--- config.mk ---
export PLATFORM = sky130hd
export DESIGN_NAME = sorted_two_list_merge
export DESIGN_NICKNAME = d
export VERILOG_FILES = /design/src/hdl/stlm_pkg.sv /design/src/hdl/stlm_ram.sv /design/src/hdl/sorted_two_list_merge.sv
export VERILOG_INCLUDE_DIRS = /design/src /design/src/hdl
export SDC_FILE = /design/constraint.sdc
export NUM_CORES = 2
export LEC_CHECK = 0
export BUFFER_PORTS_ARGS = -buffer_cell sky130_fd_sc_hd__buf_2
export CAP_MARGIN = 20
export CORE_ASPECT_RATIO = 0.5
export CORE_UTILIZATION = 53
export CTS_BUF_LIST = sky130_fd_sc_hd__clkbuf_16
export CTS_CLUSTER_DIAMETER = 100
export DETAILED_ROUTE_END_ITERATION = 7
export PLACE_DENSITY = 0.69
export SKIP_LAST_GASP = 1
export SYNTH_ARGS = -nofsm -noshare
export SYNTH_HDL_FRONTEND = slang
export SYNTH_SLANG_ARGS = --single-unit
--- constraint.sdc ---
create_clock -name i_clk -period 6 [get_ports i_clk]
set_clock_uncertainty 0.05 [all_clocks]
set_input_delay 1.8 -clock i_clk [delete_from_list [all_inputs] [get_ports i_clk]]
set_output_delay 1.8 -clock i_clk [all_outputs]
set_load 0.1 [all_outputs]
--- src/hdl/assert_macros.svh ---
// ----------------------------------------------------------------------------
// Assertion macros
// Concurrent assertion wrappers shared by the RTL; empty when synthesizing.
// ----------------------------------------------------------------------------
`ifndef ASSERT_MACROS_SVH
`define ASSERT_MACROS_SVH

`ifndef SYNTHESIS

// The property must hold at every clock edge outside of reset.
`define ASSERT_PROP(lbl, clk, rst_n, prop, msg) \
    lbl: assert property (@(posedge clk) disable iff (!(rst_n)) (prop)) \
        else $error(msg);

// The condition must never be true outside of reset.
`define ASSERT_NEVER(lbl, clk, rst_n, cond, msg) \
    lbl: assert property (@(posedge clk) disable iff (!(rst_n)) !(cond)) \
        else $error(msg);

`else

`define ASSERT_PROP(lbl, clk, rst_n, prop, msg)
`define ASSERT_NEVER(lbl, clk, rst_n, cond, msg)

`endif

`endif

--- src/hdl/stlm_pkg.sv ---
// ----------------------------------------------------------------------------
// stlm_pkg
// Shared widths, defaults and codes of the sorted two-list merge.
// ----------------------------------------------------------------------------
package stlm_pkg;

    // Width of one list element and of one merged result.
    localparam int VALUE_W = 32;

    // Default capacity of each list.
    localparam int LIST_DEPTH_DEF = 32;

    // Request kinds carried on the slave-side tuser bit.
    localparam logic CMD_APPEND = 1'b0;
    localparam logic CMD_END    = 1'b1;

    // Bit positions in the master-side tuser.
    localparam int USER_EMPTY_BIT    = 0;
    localparam int USER_OVERFLOW_BIT = 1;
    localparam int OUT_USER_W        = 2;

endpackage

--- src/hdl/stlm_ram.sv ---
// ----------------------------------------------------------------------------
// stlm_ram
// Simple dual-port list store: one write port, one read port, registered read.
// ----------------------------------------------------------------------------
module stlm_ram
    import stlm_pkg::*;
#(
    parameter int DEPTH  = LIST_DEPTH_DEF,
    parameter int ADDR_W = (DEPTH > 1) ? $clog2(DEPTH) : 1
) (
    input  logic                      i_clk,
    input  logic                      i_we,
    input  logic [ADDR_W-1:0]         i_waddr,
    input  logic signed [VALUE_W-1:0] i_wdata,
    input  logic [ADDR_W-1:0]         i_raddr,
    output logic signed [VALUE_W-1:0] o_rdata
);

    logic signed [VALUE_W-1:0] r_mem [DEPTH];
    logic signed [VALUE_W-1:0] r_rdata;

    always_ff @(posedge i_clk) begin
        if (i_we) begin
            r_mem[i_waddr] <= i_wdata;
        end
    end

    // Read data is registered: it appears in the cycle after the address.
    always_ff @(posedge i_clk) begin
        r_rdata <= r_mem[i_raddr];
    end

    assign o_rdata = r_rdata;

endmodule

--- src/hdl/sorted_two_list_merge.sv ---
// ----------------------------------------------------------------------------
// sorted_two_list_merge
// Loads two ascending lists of signed values and streams their stable merge.
// ----------------------------------------------------------------------------
// The slave side takes one request per cycle while the block is loading.
// s_axis_tuser selects the request kind: append s_axis_tdata to the list
// being filled, or close that list. The first close switches loading to the
// second list; the second close starts the merge and holds s_axis_tready low
// until the last result has been registered.
// Each list holds LIST_DEPTH elements; appends beyond that are dropped and
// the overflow flag is set on every result of the run.
// The first result is registered once the output register is free after the
// closing request is accepted; the head elements are read from the two list
// memories at the edge that accepts it. After that one result per cycle
// leaves while m_axis_tready is high, and the merge waits while the receiver
// stalls. The rate is set by the one read port of each list memory feeding
// the compare.
// When both lists are empty a single result with the empty flag and tlast
// is sent. A stalled receiver simply freezes the merge: the output register
// holds its request and the read addresses stay put.
// Reset (synchronous, active low) empties both lists and the output stage;
// the memory contents are not cleared, only entries below the counts are read.
// ----------------------------------------------------------------------------
module sorted_two_list_merge
    import stlm_pkg::*;
#(
    parameter int LIST_DEPTH = LIST_DEPTH_DEF
) (
    input  logic                  i_clk,
    input  logic                  i_rst_n,
    // Slave side: load requests.
    input  logic                  s_axis_tvalid,
    output logic                  s_axis_tready,
    input  logic [VALUE_W-1:0]    s_axis_tdata,   // [31:0] value
    input  logic                  s_axis_tuser,   // [0] command
    // Master side: merged results.
    output logic                  m_axis_tvalid,
    input  logic                  m_axis_tready,
    output logic [VALUE_W-1:0]    m_axis_tdata,   // [31:0] value_res
    output logic                  m_axis_tlast,   // last
    output logic [OUT_USER_W-1:0] m_axis_tuser    // [0] empty_res, [1] overflow
);

`include "assert_macros.svh"

    localparam int ADDR_W = (LIST_DEPTH > 1) ? $clog2(LIST_DEPTH) : 1;
    localparam int CNT_W  = $clog2(LIST_DEPTH + 1);

    typedef enum logic [0:0] {
        ST_LOAD,
        ST_MERGE
    } t_state;

    t_state r_state, n_state;

    // Fill counts of both lists and read positions during the merge.
    logic [CNT_W-1:0] r_cnt_a, n_cnt_a;
    logic [CNT_W-1:0] r_cnt_b, n_cnt_b;
    logic [CNT_W-1:0] r_idx_a, n_idx_a;
    logic [CNT_W-1:0] r_idx_b, n_idx_b;
    logic             r_fill_b, n_fill_b;
    logic             r_drop, n_drop;

    // Output register.
    logic                      r_out_valid, n_out_valid;
    logic signed [VALUE_W-1:0] r_out_value, n_out_value;
    logic                      r_out_last, n_out_last;
    logic                      r_out_empty, n_out_empty;
    logic                      r_out_ovf, n_out_ovf;

    // Memory ports.
    logic                      w_we_a, w_we_b;
    logic [ADDR_W-1:0]         w_waddr;
    logic signed [VALUE_W-1:0] w_head_a, w_head_b;

    logic w_in_accept;
    logic w_out_free;
    logic w_out_load;
    logic w_take_a;
    logic w_has_a, w_has_b;

    assign s_axis_tready = (r_state == ST_LOAD);
    assign w_in_accept   = s_axis_tvalid && s_axis_tready;
    assign w_out_free    = !r_out_valid || m_axis_tready;

    assign w_has_a  = (r_idx_a < r_cnt_a);
    assign w_has_b  = (r_idx_b < r_cnt_b);
    // Stable merge: on equal heads the first list wins.
    assign w_take_a = !w_has_b || (w_has_a && (w_head_a <= w_head_b));

    // Appends go to the list being filled while it has room.
    assign w_waddr = r_fill_b ? r_cnt_b[ADDR_W-1:0] : r_cnt_a[ADDR_W-1:0];
    assign w_we_a  = w_in_accept && (s_axis_tuser == CMD_APPEND) && !r_fill_b
                     && (r_cnt_a < CNT_W'(LIST_DEPTH));
    assign w_we_b  = w_in_accept && (s_axis_tuser == CMD_APPEND) && r_fill_b
                     && (r_cnt_b < CNT_W'(LIST_DEPTH));

    stlm_ram #(
        .DEPTH  (LIST_DEPTH),
        .ADDR_W (ADDR_W)
    ) u_ram_a (
        .i_clk   (i_clk),
        .i_we    (w_we_a),
        .i_waddr (w_waddr),
        .i_wdata (s_axis_tdata),
        .i_raddr (n_idx_a[ADDR_W-1:0]),
        .o_rdata (w_head_a)
    );

    stlm_ram #(
        .DEPTH  (LIST_DEPTH),
        .ADDR_W (ADDR_W)
    ) u_ram_b (
        .i_clk   (i_clk),
        .i_we    (w_we_b),
        .i_waddr (w_waddr),
        .i_wdata (s_axis_tdata),
        .i_raddr (n_idx_b[ADDR_W-1:0]),
        .o_rdata (w_head_b)
    );

    // The read address is always the next head position, so the memory
    // output lines up with r_idx_a and r_idx_b in the following cycle.
    always_comb begin
        n_state     = r_state;
        n_cnt_a     = r_cnt_a;
        n_cnt_b     = r_cnt_b;
        n_idx_a     = r_idx_a;
        n_idx_b     = r_idx_b;
        n_fill_b    = r_fill_b;
        n_drop      = r_drop;
        n_out_valid = r_out_valid && !m_axis_tready;
        n_out_value = r_out_value;
        n_out_last  = r_out_last;
        n_out_empty = r_out_empty;
        n_out_ovf   = r_out_ovf;
        w_out_load  = 1'b0;

        case (r_state)
            ST_LOAD: begin
                if (w_in_accept) begin
                    if (s_axis_tuser == CMD_APPEND) begin
                        if (w_we_a) begin
                            n_cnt_a = r_cnt_a + CNT_W'(1);
                        end else if (w_we_b) begin
                            n_cnt_b = r_cnt_b + CNT_W'(1);
                        end else begin
                            n_drop = 1'b1;
                        end
                    end else if (!r_fill_b) begin
                        n_fill_b = 1'b1;
                    end else begin
                        n_state = ST_MERGE;
                    end
                end
            end
            ST_MERGE: begin
                if (w_out_free) begin
                    w_out_load  = 1'b1;
                    n_out_valid = 1'b1;
                    n_out_ovf   = r_drop;
                    if (!w_has_a && !w_has_b) begin
                        // Both lists empty: one flagged result.
                        n_out_value = '0;
                        n_out_last  = 1'b1;
                        n_out_empty = 1'b1;
                    end else begin
                        n_out_empty = 1'b0;
                        if (w_take_a) begin
                            n_out_value = w_head_a;
                            n_idx_a     = r_idx_a + CNT_W'(1);
                        end else begin
                            n_out_value = w_head_b;
                            n_idx_b     = r_idx_b + CNT_W'(1);
                        end
                        n_out_last = (n_idx_a == r_cnt_a) && (n_idx_b == r_cnt_b);
                    end
                    if (n_out_last) begin
                        n_state  = ST_LOAD;
                        n_cnt_a  = '0;
                        n_cnt_b  = '0;
                        n_idx_a  = '0;
                        n_idx_b  = '0;
                        n_fill_b = 1'b0;
                        n_drop   = 1'b0;
                    end
                end
            end
            default: begin
                n_state = ST_LOAD;
            end
        endcase
    end

    always_ff @(posedge i_clk) begin
        if (!i_rst_n) begin
            r_state     <= ST_LOAD;
            r_cnt_a     <= '0;
            r_cnt_b     <= '0;
            r_idx_a     <= '0;
            r_idx_b     <= '0;
            r_fill_b    <= 1'b0;
            r_drop      <= 1'b0;
            r_out_valid <= 1'b0;
        end else begin
            r_state     <= n_state;
            r_cnt_a     <= n_cnt_a;
            r_cnt_b     <= n_cnt_b;
            r_idx_a     <= n_idx_a;
            r_idx_b     <= n_idx_b;
            r_fill_b    <= n_fill_b;
            r_drop      <= n_drop;
            r_out_valid <= n_out_valid;
        end
        r_out_value <= n_out_value;
        r_out_last  <= n_out_last;
        r_out_empty <= n_out_empty;
        r_out_ovf   <= n_out_ovf;
    end

    assign m_axis_tvalid                    = r_out_valid;
    assign m_axis_tdata                     = r_out_value;
    assign m_axis_tlast                     = r_out_last;
    assign m_axis_tuser[USER_EMPTY_BIT]     = r_out_empty;
    assign m_axis_tuser[USER_OVERFLOW_BIT]  = r_out_ovf;

    // Read positions never pass the fill counts, which never pass capacity.
    `ASSERT_PROP(a_idx_in_range, i_clk, i_rst_n,
        (r_idx_a <= r_cnt_a) && (r_idx_b <= r_cnt_b), "merge index past fill count")
    `ASSERT_PROP(a_cnt_in_range, i_clk, i_rst_n,
        (r_cnt_a <= CNT_W'(LIST_DEPTH)) && (r_cnt_b <= CNT_W'(LIST_DEPTH)),
        "fill count past capacity")
    // Registering the final result leaves the block empty and loading.
    `ASSERT_PROP(a_run_end_clears, i_clk, i_rst_n,
        (w_out_load && n_out_last) |=>
            (r_cnt_a == '0) && (r_cnt_b == '0) && !r_fill_b && !r_drop
            && (r_state == ST_LOAD),
        "list state not cleared after final result")
    // An empty-run result is always the only, and hence last, result.
    `ASSERT_PROP(a_empty_is_last, i_clk, i_rst_n,
        (m_axis_tvalid && m_axis_tuser[USER_EMPTY_BIT]) |-> m_axis_tlast,
        "empty result without tlast")
    // A result is never overwritten while the receiver stalls.
    `ASSERT_NEVER(a_no_overwrite, i_clk, i_rst_n,
        w_out_load && r_out_valid && !m_axis_tready, "output register overwritten")

endmodule
## Word-level counts from Yosys, hierarchy flattened

Memory sizes are Yosys's and may differ from the RTL's. A register that Yosys moved wholly into a read port is not among the register bits.
Cells that the tools add are included.

| storage, ports and cells | value |
|---|---|
| bits in registers | 63 |
| RAM bits | 2048 |
| input bits | 37 |
| memories kept | 2 |

Memory list:

| memory | words | width | read ports | clocked after Yosys merged registers in | write ports | line | text |
|---|---|---|---|---|---|---|---|
| u_ram_a.r_mem | 32 | 32 | 1 | 1 | 1 | stlm_ram.sv:19 | `logic signed [VALUE_W-1:0] r_mem [DEPTH];` |
| u_ram_b.r_mem | 32 | 32 | 1 | 1 | 1 | stlm_ram.sv:19 |  |

| operators by class | value |
|---|---|
| $add $sub $neg | 4 |
| order comparisons | 5 |
| eq/ne operators | 12 |
| muxes and demuxes | 55 |
| bitwise operators | 2 |
| reductions and logical operators | 23 |

Operator list:

| operator | count |
|---|---|
| $mux 6 | 21 |
| $le 32x32->1 | 1 |
| $mux 32 | 1 |
| $mux 5 | 5 |
| $add 6x1->6 const B | 4 |
| $pmux 6 s2 | 2 |
| $mux 1 | 23 |
| $ne 2x1->1 const B | 7 |
| $eq 6x6->1 | 2 |
| $lt 6x6->1 | 2 |
| $lt 6x6->1 const B | 2 |
| $reduce_and 6->1 | 2 |
| $logic_and 1x1->1 | 10 |
| $ne 2x2->1 const B | 3 |
| $pmux 1 s2 | 3 |
| $logic_not 1->1 | 5 |
| $reduce_and 5->1 | 1 |
| $reduce_and 4->1 | 1 |
| $reduce_and 3->1 | 1 |
| $logic_or 1x1->1 | 2 |
| $not 1->1 | 2 |
| $reduce_and 2->1 | 1 |

## Longest topological paths before layout

| logic depth | value |
|---|---|
| word-level depth | 15 |
| gate-level depth with buffers | 23 |
| depth with buffers taken out | 18 |

## Modules after synthesis

A second synthesis with hierarchy kept.

| second synthesis, totals | value |
|---|---|
| cell total of the unflattened synthesis | 5055 |
| area total of the unflattened synthesis | 85568.3 um2 |

By module, submodules not included:

| module | times used | cells each | area each (um2) | sequential area each (um2) |
|---|---|---|---|---|
| stlm_ram (u_ram_a) | 1 | 2260 | 40487.6 | 31390.1 |
| stlm_ram (u_ram_b) | 1 | 2260 | 40485.1 | 31390.1 |
| sorted_two_list_merge | 1 | 535 | 4595.7 | 1611.5 |

## Least setup slack after synthesis

No wires, ideal clock.

| timing | value |
|---|---|
| path type | input to register |
| from | input m_axis_tready |
| to | register u_ram_b.r_rdata[10] (netlist: u_ram_b.o_rdata[10]), read port of u_ram_b.r_mem |
| arrival time | 4.480 ns |
| setup slack | 1.336 ns |
| stages on the path | 15 |
| path buffers | 3 |
| cell sequence | nand2b_1 nand2_1 clkbuf_1 inv_1 buf_2 nand3_1 o21ai_0 a21oi_1 nor2_1 a21oi_1 clkbuf_1 a31oi_1 nand3_1 a21oi_1 or4_1 |

| between the ends | value |
|---|---|
| word-level cells in the longest chain between the ends | 3 |

Ends and longest elaborated chain:

| item | line | text |
|---|---|---|
| from (decl) | sorted_two_list_merge.sv:38 | `input logic m_axis_tready,` |
| $logic_or 1x1->1 | sorted_two_list_merge.sv:84 | `assign w_out_free = !r_out_valid \|\| m_axis_tready;` |
| $mux 5 | sorted_two_list_merge.sv:158 | `if (w_out_free) begin` |
| $mux 5 | sorted_two_list_merge.sv:139 | `case (r_state)` |
| to (decl) | stlm_ram.sv:20 | `logic signed [VALUE_W-1:0] r_rdata;` |

No other way between the ends.
A chain may end at the register's enable or synchronous reset.

## Worst setup path after layout

| timing | value |
|---|---|
| from | register u_ram_b.r_rdata[7] (netlist: u_ram_b.o_rdata[7]), read port of u_ram_b.r_mem |
| to | register u_ram_a.r_rdata[23] (netlist: u_ram_a.o_rdata[23]), read port of u_ram_a.r_mem |

| between the ends | value |
|---|---|
| word-level cells in the longest chain between the ends | 15 |
| elaborated cells on any way between the ends | 21 |
| classes of those cells | order compare (1); eq/ne (2); mux (15); reduce/logical (3) |

Ends and longest elaborated chain:

| item | line | text |
|---|---|---|
| $le 32x32->1 * | sorted_two_list_merge.sv:89 | `assign w_take_a = !w_has_b \|\| (w_has_a && (w_head_a <= w_head_b));` |
| $logic_and 1x1->1 * | sorted_two_list_merge.sv:89 |  |
| $logic_or 1x1->1 * | sorted_two_list_merge.sv:89 |  |
| $mux 6 | sorted_two_list_merge.sv:169 | `if (w_take_a) begin` |
| $mux 6 | sorted_two_list_merge.sv:162 | `if (!w_has_a && !w_has_b) begin` |
| $mux 6 | sorted_two_list_merge.sv:158 |  |
| $mux 6 | sorted_two_list_merge.sv:139 |  |
| $eq 6x6->1 | sorted_two_list_merge.sv:176 | `n_out_last = (n_idx_a == r_cnt_a) && (n_idx_b == r_cnt_b);` |
| $logic_and 1x1->1 | sorted_two_list_merge.sv:176 |  |
| $mux 1 | sorted_two_list_merge.sv:162 |  |
| $mux 1 | sorted_two_list_merge.sv:158 |  |
| $mux 1 | sorted_two_list_merge.sv:139 |  |
| $mux 6 * | sorted_two_list_merge.sv:178 | `if (n_out_last) begin` |
| $mux 5 * | sorted_two_list_merge.sv:158 |  |
| $mux 5 * | sorted_two_list_merge.sv:139 |  |
| to (decl) | stlm_ram.sv:20 |  |

Every way passes the cells marked *; elsewhere a longest branch is shown, timed or not. The select of a mux whose other input is x is not followed.

==> key figures <==
Clock network
  – Clock sinks: around 2200
  – Clock latency on the worst-skew pair: roughly 0.85 ns
  – CTS tree: yes
  – Clock Root Buffer: clkbuf_16
  – CTS HTree Levels: 4
  – CTS Buffer Depth: 4
  – Clk pin slew, worst setup/hold paths: ~0.070 ns
  – Num CTS Buffers: 190

Hold path
  – Worst hold path stage count: 0
  – Hold Path Class: flop to flop

Status
  – Outcome: finished clean

Synth
  – Adder-cell share of the synthesized area: less than 1%
  – Cell count after synthesis: 6277
  – Xor/xnor cell area share of the yosys netlist: less than 1%
  – YS warnings: 0
  – Syn avg cell area: 13.57 um2
  – Post-Syn Area: 85150 um2
  – Post-synth EDFFs: 2083
  – Largest family of logic cells by synthesized area: simple AND/OR/NAND/NOR gates
  – Simple-gate share of the synthesized area: 14.54%
  – Most used DFF post-synth: edfxtp_1
  – Compound-Gate Fraction of Synth Area: between 4 and 5%
  – Syn_nets: about 6400
  – Mux contribution to synthesized area: under 10%
  – Async set-or-reset flop fraction in the synthesized netlist: 0%
  – Yosys reg bits: around 2200
  – Sequential area share after synthesis: approximately 76%
  – Library cells used by synthesis: 78

Pwr
  – Pwr Total: around 29 mW
  – Internal: 23.01 mW
  – Clock power frac: between 30 and 40%
  – Worst ir drop on vdd: 0.2634 mV
  – Flop pwr share: 57.5%
  – Switching Fraction: a little over a fifth
  – Pwr/cell area: ~300 nW/um2
  – Switch Pwr: between 6 and 7 mW
  – Comb power frac: 2.6%
  – Pleak: 32.29 nW

STA
  – RSZ-0062 raised after global routing: yes
  – Worst slew margin: slightly below 30%
  – Achievable frequency: 0.1677 GHz
  – Final Cycle Share: a little under 100%
  – Fin. max-slew vios: 0
  – Setup TNS Final: 0 ns
  – Period minus WS final: 5.963 ns
  – Worst slew pin tran: roughly 1.1 ns
  – Hold Vio Cnt, Final: 0
  – # setup viols final: 0

Setup path
  – Worst Path Required: ~6.6 ns
  – CP max FO: 39
  – Critical path class: flop to flop
  – Critical Path Start Type: flop
  – Crit-path slowest cell: or4_4
  – CP dominant cell by count: nor4_4
  – Max incr delay on CP: 0.58 ns
  – Reg2Reg Depth: 19
  – Setup crit end kind: flop
  – Worst-path cell chain: inv_1 -> ha_1 -> nand2_1 -> or4_4 -> nor4_4 -> o31a_1 -> a21oi_4 -> and3_2 -> xnor2_1 -> nor4_4 -> buf_4 -> a211oi_4 -> a221o_4 -> buf_16 -> mux2i_1 -> a222oi_1 -> and3_1 -> a31oi_1 -> nand3_2
  – Worst EP arrival: around 6.5 ns

Floorplanning
  – I/O pin count: between 70 and 80
  – Chip Width: around 570 um
  – Die area: around 160000 um2
  – Initial Utilization: roughly 54%
  – Site Rows: around 100
  – Core area: about 160000 um2
  – Die H: about 290 um

Global route
  – All-Layer GR Usage: around 29%
  – Antenna violations before repair: 13
  – Grt ovf: 0
  – First-pass GRT wire length: between 300 and 400 mm
  – Largest net degree at the start of global routing: around 110
  – Number of global-route vias before repair: 53321

Routing
  – DRT Pass-1 Iters: 8
  – Vias: 54843
  – Number of vias per cell: 6.229
  – DRC violations left: 0
  – DR WL/cell: 27.40 um
  – Detailed Route WL: approximately 240 mm
  – Initial DRC count: 7908
  – Post-route ant nets: 0

Place
  – DP Cell Count: 8450
  – RePlAce Congestion: approximately 0.90
  – Placed wire-length estimate: ~140 mm
  – Number of port buffers: 73

Layout
  – Area grow syn2layout: 13.28%
  – Layout Nets: ~6600
  – Commonest non-fill, non-tap cell in the layout: edfxtp_1
  – Fin cells: 8805
  – Layout cells sized above 1: approximately an eighth
  – Leading cell types in the layout, fill and taps excluded: 2083 x edfxtp_1, 1776 x nand2_1, 686 x nand3_1, 273 x buf_4, 263 x a31oi_1
  – Fillers: roughly 12000

Run
  – # Max-Cap Violations: 0
[power by group through the flow]
stage               registers (mW)  clock network (mW)  logic, mW
floorplan                     17.1                   0      0.242
global placement              17.0                   0      0.733
detailed placement            17.0                   0      0.750
CTS                           16.7                11.7      0.757
global route                  16.7                12.3      0.803
finish                        16.7                11.6      0.771
[what timing repair did]
action	in CTS	in global routing
hold buffers	0	0
setup endpoints to repair	13	35
setup buffers	5	12
pin swaps	3	7
gates cloned	1	3
gates resized for setup	11	23
[logic make-up (layout without fill, tap and decap cells)]
| logic type | Yosys count | in the layout |
|---|---|---|
| multiplexers | 195 | 195 |
| AO/OA/AOI/OAI | 548 | 549 |
| other | 0 | 2 |
| adder cells (fa/ha/maj) | 46 | 46 |
| AND/OR/NAND/NOR | 2859 | 2859 |
| XOR/XNOR | 25 | 25 |
| buffers and inverters | 429 | 802 |
| flip-flops | 2175 | 2175 |
[area by class of cell]
type	count	area, um2	area share (%)
multi-input cells	3674	19600	20.32
clock inverters	140	907.1	0.9404
well taps	2152	2693	2.791
inverters	55	206.4	0.2140
flip-flops and latches	2175	64410	66.77
repair buffers	416	3864	4.005
diodes	2	5.005	0.005188
clock buffers	191	4780	4.955
[path summary, 6_finish.rpt]
kind	end	slack [ns]	from
min reg2reg	r_out_ovf	0.40	r_drop
max reg2reg	u_ram_a.o_rdata[23]	0.04	u_ram_b.o_rdata[7]
min	r_out_ovf	0.40	r_drop
max	u_ram_a.o_rdata[23]	0.04	u_ram_b.o_rdata[7]
[worst max-delay path: cells and delay by family, from the launching register on]
| kind | cells | cell delay (ns) |
|---|---|---|
| adders and majority gates | 1 | 0.29 |
| muxes | 1 | 0.25 |
| buffers and inverters | 3 | 0.51 |
| AOI/OAI and AO/OA | 6 | 1.74 |
| and+or+nand+nor | 7 | 1.95 |
| DFF | 1 | 0.46 |
| xor gates and xnor gates | 1 | 0.43 |
[state kept, by name, indices dropped and copies added, names as in the netlist, 6 cells and up]
name             count
r_cnt_a              6
u_ram_b.o_rdata     32
m_axis_tdata        32
u_ram_a.o_rdata     32
u_ram_a.r_mem     1024
r_idx_b              6
u_ram_b.r_mem     1024
r_idx_a              6
r_cnt_b              6
[layer usage]
metal  vias up  GRT usage [%]  part of all wire, %
li1      23675              -                    -
met1     27528          40.55                   39
met2      3159          46.94                   47
met3       475          5.076                   11
met4         6          10.40                  3.6
met5         -              0                0.016
[Yosys cell counts (all sizes together), types with 6 or more instances]
library cell | number | share of area [%]
a21o | 8 | 0.071
a21oi | 92 | 0.55
a222oi | 32 | 0.38
a31oi | 264 | 1.9
a32o | 7 | 0.082
a32oi | 33 | 0.34
and2 | 15 | 0.11
and3 | 66 | 0.48
buf | 195 | 1.2
clkbuf | 179 | 0.79
dfxtp | 92 | 2.2
edfxtp | 2083 | 73
ha | 46 | 0.68
inv | 55 | 0.24
mux2i | 195 | 2.3
nand2 | 1777 | 7.8
nand2b | 7 | 0.060
nand3 | 693 | 4.1
nand4 | 108 | 0.80
nor2 | 123 | 0.55
nor2b | 9 | 0.066
nor3 | 8 | 0.047
o21a | 7 | 0.063
o21ai | 26 | 0.18
o22ai | 33 | 0.24
o31ai | 9 | 0.091
o32ai | 6 | 0.079
or4 | 35 | 0.32
xnor2 | 16 | 0.16
xor2 | 9 | 0.093
[stage by stage]
stage / hold WS [ns] / worst slack [ns] / cell area (um2) / util, %
after global routing: 0.4150 / -0.05982 / 96460 / 60.80
after floorplan: 0.3586 / 1.336 / 85150 / -
after global placement: 0.3713 / -0.1950 / 90350 / 56.95
after detailed placement: 0.3783 / -0.1970 / 90350 / 56.95
final: 0.3966 / 0.03711 / 96460 / 60.80
after CTS: 0.3948 / 0.004724 / 96190 / 60.63
Note: power is estimated with default switching activity, not from simulation.
